`src/hdl/sebd_pkg.sv`:
```
// Shared types, codes and constants of the sequencer event block decoder.
package sebd_pkg;

   localparam int SYSEX_DEPTH_DEF = 64;

   localparam logic [15:0] START_OFFSET_RST = 16'd384;
   localparam logic [32:0] TEMPO_DIVIDEND   = 33'd6000000000;
   localparam logic [23:0] TEMPO_SAT        = 24'hFFFFFF;
   localparam logic [6:0]  VEL_MAX          = 7'h7F;

   localparam logic [7:0] EV_POLY_AT    = 8'h8D;
   localparam logic [7:0] EV_CONTROL    = 8'h8E;
   localparam logic [7:0] EV_PROGRAM    = 8'h8F;
   localparam logic [7:0] EV_CHAN_AT    = 8'h90;
   localparam logic [7:0] EV_BEND       = 8'h91;
   localparam logic [7:0] EV_MUTE_TEMPO = 8'h93;
   localparam logic [7:0] EV_SX_SIZE    = 8'h95;
   localparam logic [7:0] EV_SX_DATA    = 8'h96;

   localparam logic [7:0] SUB_PART_MUTE = 8'h01;
   localparam logic [7:0] SUB_RHY_MUTE  = 8'h02;
   localparam logic [7:0] SUB_TEMPO     = 8'h03;

   localparam logic [7:0] SX_END         = 8'hF7;
   localparam logic [7:0] PART_LAST      = 8'h06;
   localparam logic [7:0] PART_RHYTHM    = 8'h09;
   localparam logic [7:0] PART_MUTE_CTRL = 8'h0E;

   typedef enum logic [3:0] {
      KIND_NOTE_ON,
      KIND_NOTE_OFF,
      KIND_POLY_AT,
      KIND_CONTROL,
      KIND_PROGRAM,
      KIND_CHAN_AT,
      KIND_BEND,
      KIND_TEMPO,
      KIND_PART_MUTE,
      KIND_RHY_MUTE,
      KIND_SYSEX
   } sebd_kind_type;

   typedef enum logic [3:0] {
      ST_IDLE,
      ST_DISPATCH,
      ST_NOTE_ON,
      ST_NOTE_OFF,
      ST_SINGLE,
      ST_DIV_WAIT,
      ST_SX_BYTE,
      ST_SX_READ,
      ST_SX_EMIT
   } sebd_state_type;

   typedef struct packed {
      logic       new_pattern;
      logic [7:0] tick_increment;
      logic [7:0] event_code;
      logic [7:0] part_code;
      logic [7:0] byte_four;
      logic [7:0] byte_five;
      logic [7:0] byte_six;
      logic [7:0] byte_seven;
   } sebd_req_type;

   typedef struct packed {
      logic [3:0]  event_kind;
      logic [4:0]  channel;
      logic [7:0]  first_value;
      logic [13:0] second_value;
      logic [23:0] tempo_micros;
      logic [31:0] event_time;
      logic        last;
   } sebd_rsp_type;

endpackage

```
`src/hdl/sequencer_event_block_decoder_top.sv`:
```
// Top level of the sequencer event block decoder.
//
// Requests arrive on req_valid/req_ready with one event block (seven bytes and a
// new-pattern flag) in req_payload; timestamped events leave on rsp_valid/rsp_ready in rsp_payload,
// with last set on the final event of each request. csr_write_enable and
// csr_write_data load the 16-bit start offset.
// One request is in work at a time: taken in IDLE, decoded in DISPATCH,
// which returns to IDLE if it makes no event. Note pairs pass NOTE_ON and
// NOTE_OFF, single events SINGLE; a tempo block waits first in DIV_WAIT
// for the 33-step bit-serial divider. SysEx data is stored one byte per cycle;
// on F7 the run is read back from the SysEx RAM through its registered read port.
// Events pass through one output register, so the next request is taken
// while the last event of the previous one waits; a stalled receiver holds
// that register and, with it, the sequencer.
// Synchronous reset sets the start offset to 384, the running time to it,
// and empties the SysEx size and fill count; RAM contents are not cleared.
module sequencer_event_block_decoder_top #(
   parameter int SYSEX_DEPTH = sebd_pkg::SYSEX_DEPTH_DEF
) (
   input  logic                   clock,
   input  logic                   reset,
   input  logic                   req_valid,
   output logic                   req_ready,
   input  sebd_pkg::sebd_req_type req_payload,
   output logic                   rsp_valid,
   input  logic                   rsp_ready,
   output sebd_pkg::sebd_rsp_type rsp_payload,
   input  logic                   csr_write_enable,
   input  logic [15:0]            csr_write_data
);

   localparam int AW = $clog2(SYSEX_DEPTH);
   localparam int CW = $clog2(SYSEX_DEPTH + 1);

   sebd_pkg::sebd_state_type state_ff, state_in;
   logic [15:0]              start_offset_ff, start_offset_in;
   logic [31:0]              run_time_ff, run_time_in;
   logic [31:0]              now_ff, now_in;
   sebd_pkg::sebd_req_type   req_ff, req_in;
   logic [CW-1:0]            sx_size_ff, sx_size_in;
   logic [CW-1:0]            sx_fill_ff, sx_fill_in;
   logic [1:0]               byte_idx_ff, byte_idx_in;
   logic [CW-1:0]            rd_idx_ff, rd_idx_in;
   logic                     rsp_valid_ff, rsp_valid_in;
   sebd_pkg::sebd_rsp_type   rsp_ff, rsp_in;

   logic                   req_fire;
   logic                   out_free;
   logic                   out_load;
   sebd_pkg::sebd_rsp_type out_data;
   logic                   part_ok;
   logic [7:0]             pay;
   logic                   sx_room;
   logic [CW-1:0]          rd_idx_next;
   logic                   sx_last;
   logic [31:0]            now_v;
   logic [31:0]            sx_req_size;
   logic [6:0]             vel;

   logic          div_start;
   logic          div_done;
   logic [23:0]   div_quot;

   logic          ram_wr_en;
   logic          ram_rd_en;
   logic [7:0]    ram_rd_data;

   sebd_ram #(
      .WIDTH(8),
      .DEPTH(SYSEX_DEPTH)
   ) u_sx_ram (
      .clock  (clock),
      .wr_en  (ram_wr_en),
      .wr_addr(sx_fill_ff[AW-1:0]),
      .wr_data(pay),
      .rd_en  (ram_rd_en),
      .rd_addr(rd_idx_ff[AW-1:0]),
      .rd_data(ram_rd_data)
   );

   sebd_div u_div (
      .clock   (clock),
      .reset   (reset),
      .start   (div_start),
      .divisor ({req_ff.byte_six, req_ff.byte_seven}),
      .done    (div_done),
      .quotient(div_quot)
   );

   assign req_ready   = (state_ff == sebd_pkg::ST_IDLE);
   assign req_fire    = req_valid && req_ready;
   assign out_free    = !rsp_valid_ff || rsp_ready;
   assign rsp_valid   = rsp_valid_ff;
   assign rsp_payload = rsp_ff;

   assign part_ok = req_ff.part_code inside {[8'h00:sebd_pkg::PART_LAST],
                                             sebd_pkg::PART_RHYTHM,
                                             sebd_pkg::PART_MUTE_CTRL};
   assign sx_room     = sx_fill_ff < sx_size_ff;
   assign rd_idx_next = rd_idx_ff + CW'(1);
   assign sx_last     = (rd_idx_next == sx_fill_ff);
   assign vel         = req_ff.byte_four[7] ? sebd_pkg::VEL_MAX : req_ff.byte_four[6:0];
   assign sx_req_size = {req_ff.byte_four, req_ff.byte_five, req_ff.byte_six,
                         req_ff.byte_seven};
   assign now_v       = req_payload.new_pattern ? {16'h0000, start_offset_ff} : run_time_ff;

   always_comb begin
      case (byte_idx_ff)
         2'd0:    pay = req_ff.byte_four;
         2'd1:    pay = req_ff.byte_five;
         2'd2:    pay = req_ff.byte_six;
         default: pay = req_ff.byte_seven;
      endcase
   end

   // next state
   always_comb begin
      state_in = state_ff;
      case (state_ff)
         sebd_pkg::ST_IDLE: begin
            if (req_fire) begin
               state_in = sebd_pkg::ST_DISPATCH;
            end
         end
         sebd_pkg::ST_DISPATCH: begin
            state_in = sebd_pkg::ST_IDLE;
            if (part_ok) begin
               if (!req_ff.event_code[7]) begin
                  state_in = sebd_pkg::ST_NOTE_ON;
               end else begin
                  case (req_ff.event_code)
                     sebd_pkg::EV_POLY_AT,
                     sebd_pkg::EV_CONTROL,
                     sebd_pkg::EV_PROGRAM,
                     sebd_pkg::EV_CHAN_AT,
                     sebd_pkg::EV_BEND: state_in = sebd_pkg::ST_SINGLE;
                     sebd_pkg::EV_MUTE_TEMPO: begin
                        if (req_ff.byte_four inside {sebd_pkg::SUB_PART_MUTE,
                                                     sebd_pkg::SUB_RHY_MUTE}) begin
                           state_in = sebd_pkg::ST_SINGLE;
                        end else if (req_ff.byte_four == sebd_pkg::SUB_TEMPO) begin
                           state_in = sebd_pkg::ST_DIV_WAIT;
                        end
                     end
                     sebd_pkg::EV_SX_DATA: state_in = sebd_pkg::ST_SX_BYTE;
                     default:              state_in = sebd_pkg::ST_IDLE;
                  endcase
               end
            end
         end
         sebd_pkg::ST_NOTE_ON: begin
            if (out_free) begin
               state_in = sebd_pkg::ST_NOTE_OFF;
            end
         end
         sebd_pkg::ST_NOTE_OFF,
         sebd_pkg::ST_SINGLE: begin
            if (out_free) begin
               state_in = sebd_pkg::ST_IDLE;
            end
         end
         sebd_pkg::ST_DIV_WAIT: begin
            if (div_done) begin
               state_in = sebd_pkg::ST_SINGLE;
            end
         end
         sebd_pkg::ST_SX_BYTE: begin
            if (!sx_room) begin
               state_in = sebd_pkg::ST_IDLE;
            end else if (pay == sebd_pkg::SX_END) begin
               state_in = sebd_pkg::ST_SX_READ;
            end else if (byte_idx_ff == 2'd3) begin
               state_in = sebd_pkg::ST_IDLE;
            end
         end
         sebd_pkg::ST_SX_READ: begin
            state_in = sebd_pkg::ST_SX_EMIT;
         end
         sebd_pkg::ST_SX_EMIT: begin
            if (out_free) begin
               state_in = sx_last ? sebd_pkg::ST_IDLE : sebd_pkg::ST_SX_READ;
            end
         end
         default: state_in = sebd_pkg::ST_IDLE;
      endcase
   end

   // event builder
   always_comb begin
      out_data              = '0;
      out_data.channel      = req_ff.part_code[4:0] + 5'd1;
      out_data.event_time   = now_ff;
      out_data.last         = 1'b1;
      out_load              = 1'b0;
      case (state_ff)
         sebd_pkg::ST_NOTE_ON: begin
            out_load              = out_free;
            out_data.event_kind   = sebd_pkg::KIND_NOTE_ON;
            out_data.first_value  = req_ff.event_code;
            out_data.second_value = {7'b0, vel};
            out_data.last         = 1'b0;
         end
         sebd_pkg::ST_NOTE_OFF: begin
            out_load             = out_free;
            out_data.event_kind  = sebd_pkg::KIND_NOTE_OFF;
            out_data.first_value = req_ff.event_code;
            out_data.event_time  = now_ff + {16'h0000, req_ff.byte_six, req_ff.byte_seven};
         end
         sebd_pkg::ST_SINGLE: begin
            out_load = out_free;
            case (req_ff.event_code)
               sebd_pkg::EV_POLY_AT: begin
                  out_data.event_kind   = sebd_pkg::KIND_POLY_AT;
                  out_data.first_value  = {1'b0, req_ff.byte_five[6:0]};
                  out_data.second_value = {7'b0, req_ff.byte_six[6:0]};
               end
               sebd_pkg::EV_CONTROL: begin
                  out_data.event_kind   = sebd_pkg::KIND_CONTROL;
                  out_data.first_value  = {1'b0, req_ff.byte_five[6:0]};
                  out_data.second_value = {7'b0, req_ff.byte_six[6:0]};
               end
               sebd_pkg::EV_PROGRAM: begin
                  out_data.event_kind  = sebd_pkg::KIND_PROGRAM;
                  out_data.first_value = {1'b0, req_ff.byte_five[6:0]};
               end
               sebd_pkg::EV_CHAN_AT: begin
                  out_data.event_kind  = sebd_pkg::KIND_CHAN_AT;
                  out_data.first_value = {1'b0, req_ff.byte_five[6:0]};
               end
               sebd_pkg::EV_BEND: begin
                  out_data.event_kind   = sebd_pkg::KIND_BEND;
                  out_data.second_value = {req_ff.byte_five[6:0], req_ff.byte_six[6:0]};
               end
               default: begin
                  case (req_ff.byte_four)
                     sebd_pkg::SUB_PART_MUTE: begin
                        out_data.event_kind   = sebd_pkg::KIND_PART_MUTE;
                        out_data.first_value  = req_ff.byte_five;
                        out_data.second_value = {6'b0, req_ff.byte_seven};
                     end
                     sebd_pkg::SUB_RHY_MUTE: begin
                        out_data.event_kind   = sebd_pkg::KIND_RHY_MUTE;
                        out_data.first_value  = req_ff.byte_five;
                        out_data.second_value = {6'b0, req_ff.byte_seven};
                     end
                     default: begin
                        out_data.event_kind   = sebd_pkg::KIND_TEMPO;
                        out_data.tempo_micros = div_quot;
                     end
                  endcase
               end
            endcase
         end
         sebd_pkg::ST_SX_EMIT: begin
            out_load             = out_free;
            out_data.event_kind  = sebd_pkg::KIND_SYSEX;
            out_data.first_value = ram_rd_data;
            out_data.last        = sx_last;
         end
         default: out_load = 1'b0;
      endcase
   end

   assign div_start = (state_ff == sebd_pkg::ST_DISPATCH) && (state_in == sebd_pkg::ST_DIV_WAIT);
   assign ram_wr_en = (state_ff == sebd_pkg::ST_SX_BYTE) && sx_room;
   assign ram_rd_en = (state_ff == sebd_pkg::ST_SX_READ);

   // register updates
   always_comb begin
      start_offset_in = start_offset_ff;
      run_time_in     = run_time_ff;
      now_in          = now_ff;
      req_in          = req_ff;
      sx_size_in      = sx_size_ff;
      sx_fill_in      = sx_fill_ff;
      byte_idx_in     = byte_idx_ff;
      rd_idx_in       = rd_idx_ff;
      rsp_valid_in    = rsp_valid_ff;
      rsp_in          = rsp_ff;

      if (csr_write_enable) begin
         start_offset_in = csr_write_data;
      end

      if (req_fire) begin
         req_in      = req_payload;
         now_in      = now_v;
         run_time_in = now_v + {24'h000000, req_payload.tick_increment};
         if (req_payload.new_pattern) begin
            sx_size_in = '0;
            sx_fill_in = '0;
         end
      end

      if (rsp_valid_ff && rsp_ready) begin
         rsp_valid_in = 1'b0;
      end
      if (out_load) begin
         rsp_valid_in = 1'b1;
         rsp_in       = out_data;
      end

      case (state_ff)
         sebd_pkg::ST_DISPATCH: begin
            byte_idx_in = 2'd0;
            if (part_ok && (req_ff.event_code == sebd_pkg::EV_SX_SIZE)) begin
               sx_size_in = (sx_req_size > 32'(SYSEX_DEPTH)) ? CW'(SYSEX_DEPTH)
                                                             : sx_req_size[CW-1:0];
               sx_fill_in = '0;
            end
         end
         sebd_pkg::ST_SX_BYTE: begin
            if (sx_room) begin
               sx_fill_in  = sx_fill_ff + CW'(1);
               byte_idx_in = byte_idx_ff + 2'd1;
               rd_idx_in   = '0;
            end
         end
         sebd_pkg::ST_SX_EMIT: begin
            if (out_free) begin
               rd_idx_in = rd_idx_next;
               if (sx_last) begin
                  sx_size_in = '0;
                  sx_fill_in = '0;
               end
            end
         end
         default: rd_idx_in = rd_idx_ff;
      endcase
   end

   always_ff @(posedge clock) begin
      if (reset) begin
         state_ff        <= sebd_pkg::ST_IDLE;
         start_offset_ff <= sebd_pkg::START_OFFSET_RST;
         run_time_ff     <= {16'h0000, sebd_pkg::START_OFFSET_RST};
         sx_size_ff      <= '0;
         sx_fill_ff      <= '0;
         rsp_valid_ff    <= 1'b0;
      end else begin
         state_ff        <= state_in;
         start_offset_ff <= start_offset_in;
         run_time_ff     <= run_time_in;
         sx_size_ff      <= sx_size_in;
         sx_fill_ff      <= sx_fill_in;
         rsp_valid_ff    <= rsp_valid_in;
      end
   end

   always_ff @(posedge clock) begin
      now_ff      <= now_in;
      req_ff      <= req_in;
      byte_idx_ff <= byte_idx_in;
      rd_idx_ff   <= rd_idx_in;
      rsp_ff      <= rsp_in;
   end

endmodule

```
`src/hdl/sebd_ram.sv`:
```
// Generic single-port-write, single-port-read RAM with registered read data.
module sebd_ram #(
   parameter  int WIDTH = 8,
   parameter  int DEPTH = 64,
   localparam int AW    = $clog2(DEPTH)
) (
   input  logic             clock,
   input  logic             wr_en,
   input  logic [AW-1:0]    wr_addr,
   input  logic [WIDTH-1:0] wr_data,
   input  logic             rd_en,
   input  logic [AW-1:0]    rd_addr,
   output logic [WIDTH-1:0] rd_data
);

   logic [WIDTH-1:0] mem [DEPTH];
   logic [WIDTH-1:0] rd_data_ff;

   always_ff @(posedge clock) begin
      if (wr_en) begin
         mem[wr_addr] <= wr_data;
      end
      if (rd_en) begin
         rd_data_ff <= mem[rd_addr];
      end
   end

   assign rd_data = rd_data_ff;

endmodule

```
`src/hdl/sebd_div.sv`:
```
// Bit-serial tempo divider: fixed dividend over a 16-bit divisor, saturated to 24 bits.
module sebd_div (
   input  logic        clock,
   input  logic        reset,
   input  logic        start,
   input  logic [15:0] divisor,
   output logic        done,
   output logic [23:0] quotient
);

   logic        busy_ff, busy_in;
   logic        done_ff, done_in;
   logic [5:0]  cnt_ff, cnt_in;
   logic [15:0] div_ff, div_in;
   logic [15:0] rem_ff, rem_in;
   logic [23:0] quot_ff, quot_in;
   logic        sat_ff, sat_in;

   logic [16:0] rem_sh;
   logic [16:0] rem_sub;
   logic        ge;

   always_comb begin
      rem_sh  = {rem_ff, sebd_pkg::TEMPO_DIVIDEND[cnt_ff]};
      ge      = rem_sh >= {1'b0, div_ff};
      rem_sub = rem_sh - {1'b0, div_ff};

      busy_in = busy_ff;
      done_in = 1'b0;
      cnt_in  = cnt_ff;
      div_in  = div_ff;
      rem_in  = rem_ff;
      quot_in = quot_ff;
      sat_in  = sat_ff;

      if (start) begin
         busy_in = 1'b1;
         cnt_in  = 6'd32;
         div_in  = divisor;
         rem_in  = '0;
         quot_in = '0;
         sat_in  = 1'b0;
      end else if (busy_ff) begin
         rem_in  = ge ? rem_sub[15:0] : rem_sh[15:0];
         quot_in = {quot_ff[22:0], ge};
         sat_in  = sat_ff | (ge && (cnt_ff >= 6'd24));
         cnt_in  = cnt_ff - 6'd1;
         if (cnt_ff == 6'd0) begin
            busy_in = 1'b0;
            done_in = 1'b1;
         end
      end
   end

   always_ff @(posedge clock) begin
      if (reset) begin
         busy_ff <= 1'b0;
         done_ff <= 1'b0;
      end else begin
         busy_ff <= busy_in;
         done_ff <= done_in;
      end
   end

   always_ff @(posedge clock) begin
      cnt_ff  <= cnt_in;
      div_ff  <= div_in;
      rem_ff  <= rem_in;
      quot_ff <= quot_in;
      sat_ff  <= sat_in;
   end

   assign done     = done_ff;
   assign quotient = sat_ff ? sebd_pkg::TEMPO_SAT : quot_ff;

endmodule
```
`config.mk`:
```
export PLATFORM = sky130hd
export DESIGN_NAME = sequencer_event_block_decoder_top
export DESIGN_NICKNAME = d
export VERILOG_FILES = /design/src/hdl/sebd_pkg.sv /design/src/hdl/sequencer_event_block_decoder_top.sv /design/src/hdl/sebd_ram.sv /design/src/hdl/sebd_div.sv
export SDC_FILE = /design/constraint.sdc
export NUM_CORES = 1
export LEC_CHECK = 0
export BUFFER_PORTS_ARGS = -buffer_cell sky130_fd_sc_hd__buf_4
export CAP_MARGIN = 20
export CORE_ASPECT_RATIO = 1.4
export CORE_MARGIN = 2
export CORE_UTILIZATION = 48
export DETAILED_ROUTE_END_ITERATION = 16
export GPL_TIMING_DRIVEN = 0
export HOLD_SLACK_MARGIN = 0.12
export SLEW_MARGIN = 20
export SYNTH_ARGS = -nofsm -noshare
export SYNTH_HDL_FRONTEND = slang
export SYNTH_HIERARCHICAL = 1
export SYNTH_SLANG_ARGS = --single-unit
```
`constraint.sdc`:
```
create_clock -name clock -period 9.6 [get_ports clock]
set_input_delay 1.44 -clock clock [delete_from_list [all_inputs] [get_ports clock]]
set_output_delay 1.44 -clock clock [all_outputs]
set_load 0.01 [all_outputs]
```
==> results by group, run 1 <==
Logic synthesis
  • Arithmetic-cell share of the synthesized area counting full adders, half adders and majority gates: about 2.2%
  • Area fraction in compound gates after synthesis: 7.02%
  • Synth Register Bits: 830
  • Number of distinct library cells after synthesis: around 100
  • Mean post-synth cell area: 14.9 µm²
  • Commonest register cell after synthesis: edfxtp_1
  • Total nets after synthesis: between 2000 and 3000
  • Dominant combinational cell family by area after synthesis: multiplexers
  • Mux contribution to synthesized area: 11.0%
  • Area fraction of the dominant cell type after synthesis: 59.2%
  • EDFF count, synth: approximately 700
  • Synth warnings: 6
  • Xor-xnor portion of the synthesized cell area: under 10%
  • Leading post-synthesis cells by cell area: edfxtp_1 59%, mux4_2 7.8%, dfxtp_1 6.5%
  • Number of cells produced by synthesis: around 2400
  • Cell accounting for the most synthesized area: edfxtp_1
  • Post-synthesis instance area: approximately 36000 µm²
  • Post-synthesis share of cell area spent on and, or, nand and nor gates: approximately a tenth
  • Sequential-to-total area share from yosys stat: about 66%
  • Share of synthesized registers carrying an async set or reset: 0%

Setup path
  • Data arrival time of the critical path: 5.38 ns
  • Slowest stage cell, crit path: or4_1
  • Maximum cell stage delay along the critical path: a little under 0.6 ns
  • Data required time of the critical path: approximately 10 ns
  • Worst Path Max Fanout: 10
  • Crit-path leading delay family: buffers and inverters
  • Ordered cell list for the critical path: buf_6 -> buf_8 -> buf_2 -> buf_1 -> mux2_2 -> ha_1 -> inv_1 -> fa_1 -> nor2b_1 -> o21ai_0 -> a21oi_2 -> o21ai_0 -> or4_1 -> nand3_1
  • Most numerous cell on the critical path: o21ai_0
  • Crit Path Class: primary input to flop
  • Count of buffer and inverter cells on the critical path: 5
  • Endpoint class of the critical path: flop
  • Launching element type of the critical path: primary input

Power
  • Max rail drop VDD: approximately 190 µV
  • LEAKAGE: approximately 0.014 µW
  • Power per unit of standard cell area: between 150 and 200 nW/µm²

Clock tree
  • Number of buffers inserted to repair setup after CTS: 0
  • Clk sinks: 830
  • Clock latency of the later-clocked register in the worst-skew pair: approximately 0.65 ns
  • Number of buffers on the longest clock path: 3
  • TritonCTS buffer count: 83
  • Clock Tree Root: clkbuf_16
  • Number of gates given a new drive strength after cts: 0
  • Deepest level of the CTS H-tree: 3
  • Hold buffers post-CTS: 0
  • TritonCTS clock tree: done
  • Clock input transition at the sequential cells of the worst setup and hold paths: roughly 0.06 ns

Place
  • Detailed Place HPWL: between 70000 and 80000 µm
  • Worst slack at placement: approximately 4.2 ns
  • Number of port buffers: approximately 170
  • Global placement routability congestion: 0.918
  • Dpl cell area: roughly 39000 µm²

Floorplanning
  • Die height: 329 µm
  • Number of placed I/O pins: around 170
  • Floorplan core area: between 70000 and 80000 µm²
  • Die X-Extent: around 240 µm
  • Die Footprint: 77600 µm²
  • Standard-cell rows: 119
  • Starting density of the core: around half

Timing
  • PnR worst setup slack: 4.80 ns
  • Final number of max-transition violations: 0
  • Setup violators final: 0
  • Min Hold Slack: between 0.4 and 0.5 ns
  • Max_slew headroom: between 20% and 30%
  • Period utilisation layout: around half
  • Top achievable clock speed: ~210 MHz
  • Fin Clk Skew: between 0.02 and 0.025 ns
  • Final setup TNS: 0 ns
  • Final worst path period need: roughly 4.8 ns
  • Slew at the pin closest to its max-slew limit: roughly 1.1 ns
  • Final hold vios: 0
  • RSZ-0062 raised after global routing: no

Cells and area
  • Post-route cell area: 42200 µm²
  • Core utilization of the finished layout: a little under three fifths
  • Number of diodes: 0
  • Storage element area: between 20000 and 25000 µm²
  • Count of nets after finishing: 2836
  • Number of filler instances in the final layout: around 5900
  • Share of cells above drive strength 1: between 20% and 30%
  • Growth of design area from synthesis to finish: 16.6%
  • Area of the multi-input gates: between 10000 and 15000 µm²

Global route
  • Vias in the first global route: 22508
  • Wire length of the first global-routing pass: 142000 µm
  • Number of antenna violations at the first check in global routing: 4
  • Largest net degree at the start of global routing: between 40 and 50
  • Total overflow reported by the global router: 0
  • Combined global-route utilization of all metal layers: ~25%

Detailed routing
  • Wire length per cell after detailed routing: between 20 and 30 µm
  • Count of TritonRoute iterations in the first routing pass: 5
  • Remaining routing DRC violations: 0
  • Starting DRC count in detailed routing: ~1900
  • Wire length after detailed routing: around 97000 µm
  • Routed vias/inst: 5.92
  • Detailed-route via count: roughly 22000
  • Remaining number of nets flagged by the antenna check after routing: 0

Worst hold path
  • Worst Hold Class: flop to flop

Run
  • Max-cap check violation count: 0

Status
  • Outcome: finished, final reports clean
[flip-flops by register name, indices dropped and copies added, names as in the netlist, 8 cells and up]
name and cells:
u_div/rem_ff 16, u_div/quot_ff 24, now_ff 32, u_div/div_ff 16, u_sx_ram/mem 512, req_ff 48, run_time_ff 32, start_offset_ff 16
rsp_payload 88, u_sx_ram/rd_data 8
[cell usage after synthesis (7+ instances only)]
master	instances
edfxtp_1	713
or3_1	7
nor3_1	31
and3_1	19
o21a_1	8
nand4_1	27
nor2_1	219
a21oi_1	71
or2_2	25
buf_2	22
nand3_1	48
a211oi_1	33
a21o_1	17
buf_4	14
ha_1	58
a31oi_1	15
mux2i_1	84
nand2b_1	30
clkbuf_1	62
o21ai_0	60
xor2_1	26
dfxtp_1	117
nand3b_1	15
o31ai_1	16
and2_1	43
nand2_1	116
nor2b_1	40
o211ai_1	11
mux2_2	26
xnor2_1	48
nor4_1	16
mux4_2	126
o22ai_1	9
inv_1	68
a221oi_1	8
o221ai_1	10
o21ai_1	7
a222oi_1	14
[routing by layer]
metal / part of all wire [%] / track usage (%) / wire length (µm)
met1: 36 / 28.1 / 35100
met2: 53 / 46.2 / 51700
met3: 5.1 / 2.91 / 4910
met4: 5.3 / 13.3 / 5130
met5: 0 / 0 / 0
[cells in the final DEF, fill, tap and decap left out, types with 12 or more instances in the layout]
master and instances:
nand3_1 48, and3_1 19, or2_2 25, xor2_1 26
buf_16 16, edfxtp_1 713, and2_1 43, a21oi_1 71
dfxtp_1 117, mux2i_1 77, clkbuf_1 74, a21o_1 17
nor3_1 29, nand2b_1 30, nand4_1 27, mux2_2 26
clkbuf_16 88, o21ai_0 60, nor4_1 15, nand2_1 116
buf_2 24, xnor2_1 48, a222oi_1 14, inv_1 68
ha_1 58, a31oi_1 15, nand3b_1 15, buf_4 180
o31ai_1 16, clkinv_2 12, a211oi_1 33, nor2b_1 40
nor2_1 217, mux4_2 126, clkinv_1 14
[final timing paths]
check,startpoint,depth (start not counted),slack (ns),end
max reg2reg,sx_fill_ff[5],9,5.00,u_sx_ram/mem[6][3]
max,req_payload[56],14,4.80,run_time_ff[14]
min reg2reg,run_time_ff[5],2,0.45,run_time_ff[5]
min,run_time_ff[5],2,0.45,run_time_ff[5]
[metrics by stage]
step / cells / total power, µW
final: 3731 / 7690
after global routing: 3731 / 7920
after CTS: 3730 / 7760
after detailed placement: 3579 / 4420
after global placement: 3553 / 4380
after floorplan: 2420 / 4240
[kinds of logic (layout without fill, tap and decap cells)]
family          count (synthesis)  in the layout
flops                         830            830
simple gates                  673            673
compound gates                355            355
mux                           237            237
buf+inv                       185            528
xor+xnor                       79             79
fa+ha+maj                      61             61
[worst min-delay path, cell delays in order (launching register included)]
cell and delay [ns]:
dfxtp_1 0.30, nand2_1 0.05, a21oi_1 0.05
[cell type report]
type | instances | share of cell area, %
Timing Repair Buffer | 192 | 4.35
Sequential cell | 830 | 56.3
Multi-Input combinational cell | 1405 | 27.6
Clock buffer | 105 | 5.47
Buffer | 115 | 1.44
Inverter | 70 | 0.623
Clock inverter | 46 | 1.26
Tap cell | 968 | 2.87
[report_power, final]
part           switching, µW  internal (µW)
Clock                   1370           1980
Combinational            207            132
Sequential              39.0           3960
Total                   1610           6070
No activity file was read; power rests on OpenSTA's default activity.
==> run 2, diff against run 1 <==
PLACE_DENSITY = 0.67   (was not set)
clock period = 4.25 ns   (was 9.6 ns; I/O delays follow)
==> run 2 against run 1 <==
- largest cell class unchanged
- clock power grew 130%
- first-iteration DRC count up 5.8%
- count of clock-buffer cells in the layout fell by 15
- die area stayed put
- register-to-register slack lost 4.9 ns
- clock skew is 0.015 ns higher
- non-clock buffer count decreased by 3
- sequential power rose by 130%
- critical endpoint is now u_sx_ram/mem[60][6]
- largest power group unchanged
==> results by group, run 2 (synthesis results as in run 1) <==
Run
  • Max-cap check violation count: 0 (unchanged)

Floorplanning
  • Die X-Extent: 236 µm (unchanged)
  • Number of placed I/O pins: 168 (unchanged)
  • Standard-cell rows: 119 (unchanged)
  • Die height: 329 µm (unchanged)
  • Floorplan core area: 74900 µm² (unchanged)
  • Starting density of the core: 48.3% (unchanged)
  • Die Footprint: 77600 µm² (unchanged)

Setup path
  • RR Startpoint: sx_fill_ff[5]
  • Crit Path Class: flop to flop
  • Worst reg2reg endpoint: u_sx_ram/mem[60][6]
  • Endpoint class of the critical path: flop
  • Data required time of the critical path: 4.53 ns (-5.65 ns)
  • Worst Path Max Fanout: 14 (+4)
  • Worst R2R Path Depth: 9 (unchanged)
  • Data arrival time of the critical path: 4.46 ns (-0.92 ns)
  • Launching element type of the critical path: flop
  • Reg2Reg Setup Slack: 0.06 ns (-4.94 ns)

Cells and area
  • Most common cell after layout, fill and taps aside: edfxtp_1
  • Growth of design area from synthesis to finish: 17.0%
  • Largest register FFs: 512 (unchanged)
  • Most frequent cells in the layout: 713 x edfxtp_1, 180 x buf_4, 172 x nor2_1
  • Share of cells above drive strength 1: 23.3% (+2.0 points)
  • Count of nets after finishing: 2832 (-0.14%)
  • Register bank with the most flops: u_sx_ram/mem
  • Non-filler cells, final: 3728 (-0.080%)

Clock tree
  • Clock input transition at the sequential cells of the worst setup and hold paths: 0.06 ns (about the same)
  • Clk sinks: 830 (unchanged)
  • TritonCTS buffer count: 82 (-1.2%)
  • TritonCTS clock tree: done
  • Clock latency of the later-clocked register in the worst-skew pair: 0.67 ns (+0.02 ns)
  • Number of buffers on the longest clock path: 3 (unchanged)
  • Deepest level of the CTS H-tree: 3 (unchanged)
  • Clock Tree Root: clkbuf_16
  • Hold buffers post-CTS: 0 (unchanged)

Timing
  • Setup violators final: 0 (unchanged)
  • Slew at the pin closest to its max-slew limit: 1.13 ns (+0.0685 ns)
  • Final number of max-transition violations: 0 (unchanged)
  • Period utilisation layout: a little over nine tenths
  • Final setup TNS: 0 ns (unchanged)
  • Final worst path period need: approximately 4.2 ns
  • Max_slew headroom: 22.6% (-5.8 points)
  • Top achievable clock speed: 239 MHz
  • Final hold vios: 0 (unchanged)
  • RSZ-0062 raised after global routing: no
  • Fin Clk Skew: 0.0347 ns (+0.0145 ns)
  • PnR worst setup slack: 0.0621 ns (-4.74 ns)
  • Min Hold Slack: 0.154 ns (-0.296 ns)

Power
  • Max rail drop VDD: 413 µV (+120%)
  • Overall Power: 17500 µW (+130%)
  • Clock group share of total power: 44.0% (+0.5 points)
  • Sw Share: 21.5% (+0.54 points)
  • Portion of total power attributed to sequential cells: 51.7% (-0.4 points)
  • LEAKAGE: 0.0145 µW (about the same)
  • Combinational share of power: 4.3% (about the same)
  • Reported net switching power: 3770 µW (+130%)
  • Internal Dissipation: 13700 µW (+130%)
  • Power per unit of standard cell area: 414 nW/µm² (+130%)

Global route
  • Combined global-route utilization of all metal layers: 24.6% (-0.29 points)
  • Wire length of the first global-routing pass: 142000 µm (-0.37%)
  • Vias in the first global route: 22390 (-0.52%)
  • Total overflow reported by the global router: 0 (unchanged)
  • Number of antenna violations at the first check in global routing: 1 (-3)
  • Largest net degree at the start of global routing: 49 (unchanged)

Worst hold path
  • Number of cells on the worst hold path: 1 (-1)
  • Hold Crit Endpoint: req_ff[5]
  • Worst Hold Class: primary input to flop
  • Origin of the worst min-delay path: req_payload[5]

Status
  • Outcome: finished, final reports clean

Place
  • Number of port buffers: 165 (unchanged)
  • Cells after DPL: 3577 (-0.056%)
  • Detailed Place HPWL: 69500 µm (-2.1%)
  • Worst slack at placement: -0.411 ns (-4.60 ns)
  • Global placement routability congestion: 0.945 (+3.0%)

Detailed routing
  • Met3 Wirelength: 5760 µm (+17%)
  • M1 wire length: 34400 µm (-1.8%)
  • Routed vias/inst: 5.95 (+0.54%)
  • Top sig layer: met4
  • Remaining number of nets flagged by the antenna check after routing: 0 (unchanged)
  • Count of TritonRoute iterations in the first routing pass: 8 (+3)
  • Met2 wirelength from detailed routing: 51300 µm (-0.93%)
  • Remaining routing DRC violations: 0 (unchanged)
  • Wire length per cell after detailed routing: 25.8 µm (-0.70%)
  • Detailed-route via count: 22194 (+0.46%)
  • Wire length after detailed routing: 96100 µm (-0.78%)
  • Starting DRC count in detailed routing: 1975 (+5.8%)
## run 2: cell types whose count changed in the layout (fill, tap and decap cells not counted), moves of 3 or more
cell / before / now
clkbuf_1: 74 / 68
clkinv_2: 12 / 20
clkinvlp_4: 5 / 8
clkinv_1: 14 / 9
clkbuf_16: 88 / 83
nor2_1: 217 / 172
clkbuf_8: 4 / 0
bufinv_16: 10 / 14
nor2_2: 0 / 43
## run 2: per-layer routing
layer  vias to the layer above  GRT usage (%)
met2                       940           45.4
met4                         0           12.0
met3                       253           3.21
met1                     11070           28.2
met5                         -              0
li1                       9931              -
## run 2: worst max-delay path, stage by stage, from the launching register on
cell	delay (ns)
dfxtp_2	0.59
ha_1	0.34
a21oi_1	0.14
a21boi_0	0.12
a211oi_1	0.49
nand2_1	0.29
inv_2	0.30
nor2b_1	0.33
nand2_1	0.54
nor2_2	0.65
## run 2: worst max-delay path by stage
stage	start	slack (ns)	end
5_1_grt	sx_fill_ff[2]	0.003	u_sx_ram/mem[60][6]
6_report	sx_fill_ff[5]	0.06	u_sx_ram/mem[60][6]
4_1_cts	sx_fill_ff[5]	-0.18	u_sx_ram/mem[62][4]
2_1_floorplan	state_ff[1]	0.12	rsp_payload[0]
3_3_place_gp	byte_idx_ff[0]	-2.23	u_sx_ram/mem[42][2]
3_5_place_dp	req_payload[56]	-0.41	run_time_ff[14]
## run 2: repair_timing
action                     4_1_cts  5_1_grt
setup endpoints to repair      272      431
setup buffers                    0        1
resized for setup               45        4
pin swaps                        0        1
## run 2: layout make-up
cell class | instances | area [µm²]
clock inverters | 60 | 761
multi-input cells | 1405 | 11800
plain buffers | 114 | 603
clock buffers | 90 | 2100
inverters | 70 | 263
fillers | 5841 | 32600
flip-flops and latches | 830 | 23800
repair buffers | 190 | 1820
well taps | 968 | 1210
diodes | 1 | 2.50
## run 2: power by group through the flow
stage | registers, µW | clock network [µW] | logic, µW
2_1_floorplan | 9190 | 0 | 399
3_3_place_gp | 9260 | 0 | 629
3_5_place_dp | 9220 | 0 | 755
4_1_cts | 9040 | 7830 | 757
5_1_grt | 9040 | 8120 | 824
6_report | 9040 | 7700 | 756
## run 2: through the flow
stage                     instance area (µm²)  utilization (%)
after floorplan                         36200                -
after global placement                  38600             51.6
after detailed placement                39300             52.5
after CTS                               42300             56.5
after global routing                    42300             56.5
final                                   42300             56.5
==> run 3, diff against run 2 <==
CORE_ASPECT_RATIO = not set   (was 1.4)
==> run 3 against run 2 <==
- the run now ends with setup timing left
- flip-flop and latch count unchanged
- cell count up 0.30%
- sequential power about the same
- sequential share of layout area up 0.22 points
- register-to-register slack worse by 0.16 ns
- largest power group unchanged
- highest routed layer unchanged
==> results by group, run 3 (synthesis results as in run 1) <==
Detailed routing
  • Remaining routing DRC violations: 0 (unchanged)
  • Starting DRC count in detailed routing: 2302 (+17%)
  • Count of TritonRoute iterations in the first routing pass: 6 (-2)
  • Routed vias/inst: 6.00 (+0.71%)
  • Detailed-route via count: 22418 (+1.0%)
  • Remaining number of nets flagged by the antenna check after routing: 0 (unchanged)
  • Wire length per cell after detailed routing: 24.4 µm (-5.2%)
  • Wire length after detailed routing: 91400 µm (-4.9%)

Status
  • Outcome: finished with violations
  • Violated checks: setup timing

Timing
  • Top achievable clock speed: 230 MHz (-3.6%)
  • Fin Clk Skew: 0.0217 ns (-0.0130 ns)
  • Min Hold Slack: 0.161 ns (+0.00677 ns)
  • Slew at the pin closest to its max-slew limit: 1.10 ns (-0.0342 ns)
  • Final setup TNS: -2.83 ns (-2.83 ns)
  • Period utilisation layout: 102% (+3.7 points)
  • Setup violators final: 61 (+61)
  • Final hold vios: 0 (unchanged)
  • Final worst path period need: 4.34 ns (+0.157 ns)
  • RSZ-0062 raised after global routing: yes
  • Final number of max-transition violations: 0 (unchanged)
  • PnR worst setup slack: -0.0946 ns (-0.157 ns)
  • Max_slew headroom: 26.8% (+4.2 points)

Cells and area
  • Area of the multi-input gates: 11800 µm² (about the same)
  • Most common cell after layout, fill and taps aside: edfxtp_1
  • Largest register FFs: 512 (unchanged)
  • Register bank with the most flops: u_sx_ram/mem
  • Most frequent cells in the layout: 713 x edfxtp_1, 179 x buf_4, 167 x nor2_1
  • Share of cells above drive strength 1: 23.0% (-0.37 points)
  • Number of filler instances in the final layout: 5868 (+0.46%)
  • Core utilization of the finished layout: 56.6% (+0.12 points)
  • Count of nets after finishing: 2835 (+0.11%)
  • Growth of design area from synthesis to finish: 16.6%
  • Non-filler cells, final: 3739 (+0.30%)
  • Storage element area: 23800 µm² (about the same)

Clock tree
  • Clock latency of the later-clocked register in the worst-skew pair: 0.65 ns (-0.02 ns)
  • Number of gates given a new drive strength after cts: 2 (-96%)
  • Clock Tree Root: clkbuf_16
  • TritonCTS clock tree: done
  • Number of buffers inserted to repair setup after CTS: 0 (unchanged)
  • TritonCTS buffer count: 87 (+6.1%)
  • Hold buffers post-CTS: 0 (unchanged)
  • Number of buffers on the longest clock path: 3 (unchanged)
  • Deepest level of the CTS H-tree: 3 (unchanged)
  • Clk sinks: 830 (unchanged)
  • Clock input transition at the sequential cells of the worst setup and hold paths: 0.06 ns (about the same)

Global route
  • Wire length of the first global-routing pass: 137000 µm (-3.6%)
  • Met3 track utilization from global routing: 4.36% (+1.1 points)
  • Met2 global-route usage: 38.1% (-7.3 points)
  • Most used routing layer: met2
  • Largest net degree at the start of global routing: 49 (unchanged)
  • Combined global-route utilization of all metal layers: 23.4% (-1.2 points)
  • Total overflow reported by the global router: 0 (unchanged)
  • Vias in the first global route: 22136 (-1.1%)
  • Met1 layer usage reported by global route: 31.1% (+2.9 points)
  • Number of antenna violations at the first check in global routing: 2 (+1)

Place
  • Detailed Place HPWL: 64400 µm (-7.2%)
  • Cells after DPL: 3576 (-0.028%)
  • Number of port buffers: 165 (unchanged)
  • Global placement routability congestion: 0.914 (-3.2%)

Floorplanning
  • Die X-Extent: 278 µm (+18%)
  • Number of placed I/O pins: 168 (unchanged)
  • Floorplan core area: 74400 µm² (-0.60%)
  • Die height: 278 µm (-15%)
  • Starting density of the core: 48.6% (+0.29 points)
  • Die Footprint: 77500 µm² (about the same)
  • Standard-cell rows: 100 (-16%)

Run
  • Max-cap check violation count: 0 (unchanged)

Setup path
  • Launching element type of the critical path: flop
  • Worst reg2reg endpoint: u_sx_ram/mem[6][0]
  • RR Startpoint: sx_fill_ff[5]
  • Launch point of the worst path: sx_fill_ff[5]
  • Worst R2R Path Depth: 9 (unchanged)
  • Critical Path Sink: u_sx_ram/mem[6][0]
  • Data required time of the critical path: 4.53 ns (about the same)
  • Worst Path Max Fanout: 14 (unchanged)
  • Crit Path Class: flop to flop
  • Endpoint class of the critical path: flop
  • Reg2Reg Setup Slack: -0.09 ns (-0.16 ns)
  • Data arrival time of the critical path: 4.63 ns (+0.17 ns)

Power
  • Overall Power: 17100 µW (-2.5%)
  • LEAKAGE: 0.0144 µW (-0.53%)
  • Power per unit of standard cell area: 405 nW/µm² (-2.1%)
  • Max rail drop VDD: 418 µV (+1.2%)

Worst hold path
  • Worst Hold Class: primary input to flop
## run 3: cell count changes in the layout (fill, tap and decap cells not counted), sizes merged
cell | before | now
bufinv | 14 | 4
clkbuf | 154 | 171
clkinv | 34 | 43
inv | 74 | 73
clkinvlp | 8 | 5
buf | 240 | 238
## run 3: power breakdown
group | total (µW) | switching (µW) | leakage, µW | internal (µW)
sequential | 9050 | 89.1 | 0.00751 | 8960
combinational | 747 | 458 | 0.00556 | 289
clock | 7270 | 3180 | 0.00134 | 4090
## run 3: worst min path at each step
stage                          end  slack, ns            start  depth (start not counted)
floorplan           run_time_ff[3]       0.43   run_time_ff[3]                          2
global placement    run_time_ff[6]       0.44   run_time_ff[6]                          2
detailed placement  run_time_ff[4]       0.45   run_time_ff[4]                          2
CTS                     req_ff[14]       0.13  req_payload[14]                          1
global route            req_ff[14]       0.13  req_payload[14]                          1
finish                  req_ff[14]       0.16  req_payload[14]                          1
## run 3: metal layers
| layer | up-vias | wire length [µm] |
|---|---|---|
| met5 | - | 0 |
| met4 | 0 | 3710 |
| met3 | 217 | 7600 |
| met2 | 1078 | 43500 |
| met1 | 11171 | 36600 |
| li1 | 9952 | - |
## run 3: metrics by stage
step | worst slack, ns | instance area (µm²)
floorplan | 0.122 | 36200
global placement | -1.84 | 38600
detailed placement | -0.222 | 39300
CTS | -0.0374 | 42000
global route | -0.240 | 42100
finish | -0.0946 | 42100
## run 3: worst max-delay path, stage by stage, from the launching register on
cell and delay [ns]:
dfxtp_1 0.74, ha_1 0.38, a21oi_1 0.16, a21boi_0 0.14
a211oi_1 0.42, nand2_1 0.24, inv_2 0.29, nor2b_1 0.29
nand3_1 0.61, nor2_2 0.72
## run 3: layout make-up
| type | instances | share of cell area (%) |
|---|---|---|
| Multi-Input combinational cell | 1405 | 28.0 |
| Inverter | 70 | 0.623 |
| Timing Repair Buffer | 187 | 4.20 |
| Antenna cell | 1 | 0.00594 |
| Clock buffer | 107 | 5.39 |
| Clock inverter | 55 | 1.13 |
| Tap cell | 969 | 2.88 |
| Buffer | 115 | 1.44 |
| Sequential cell | 830 | 56.4 |
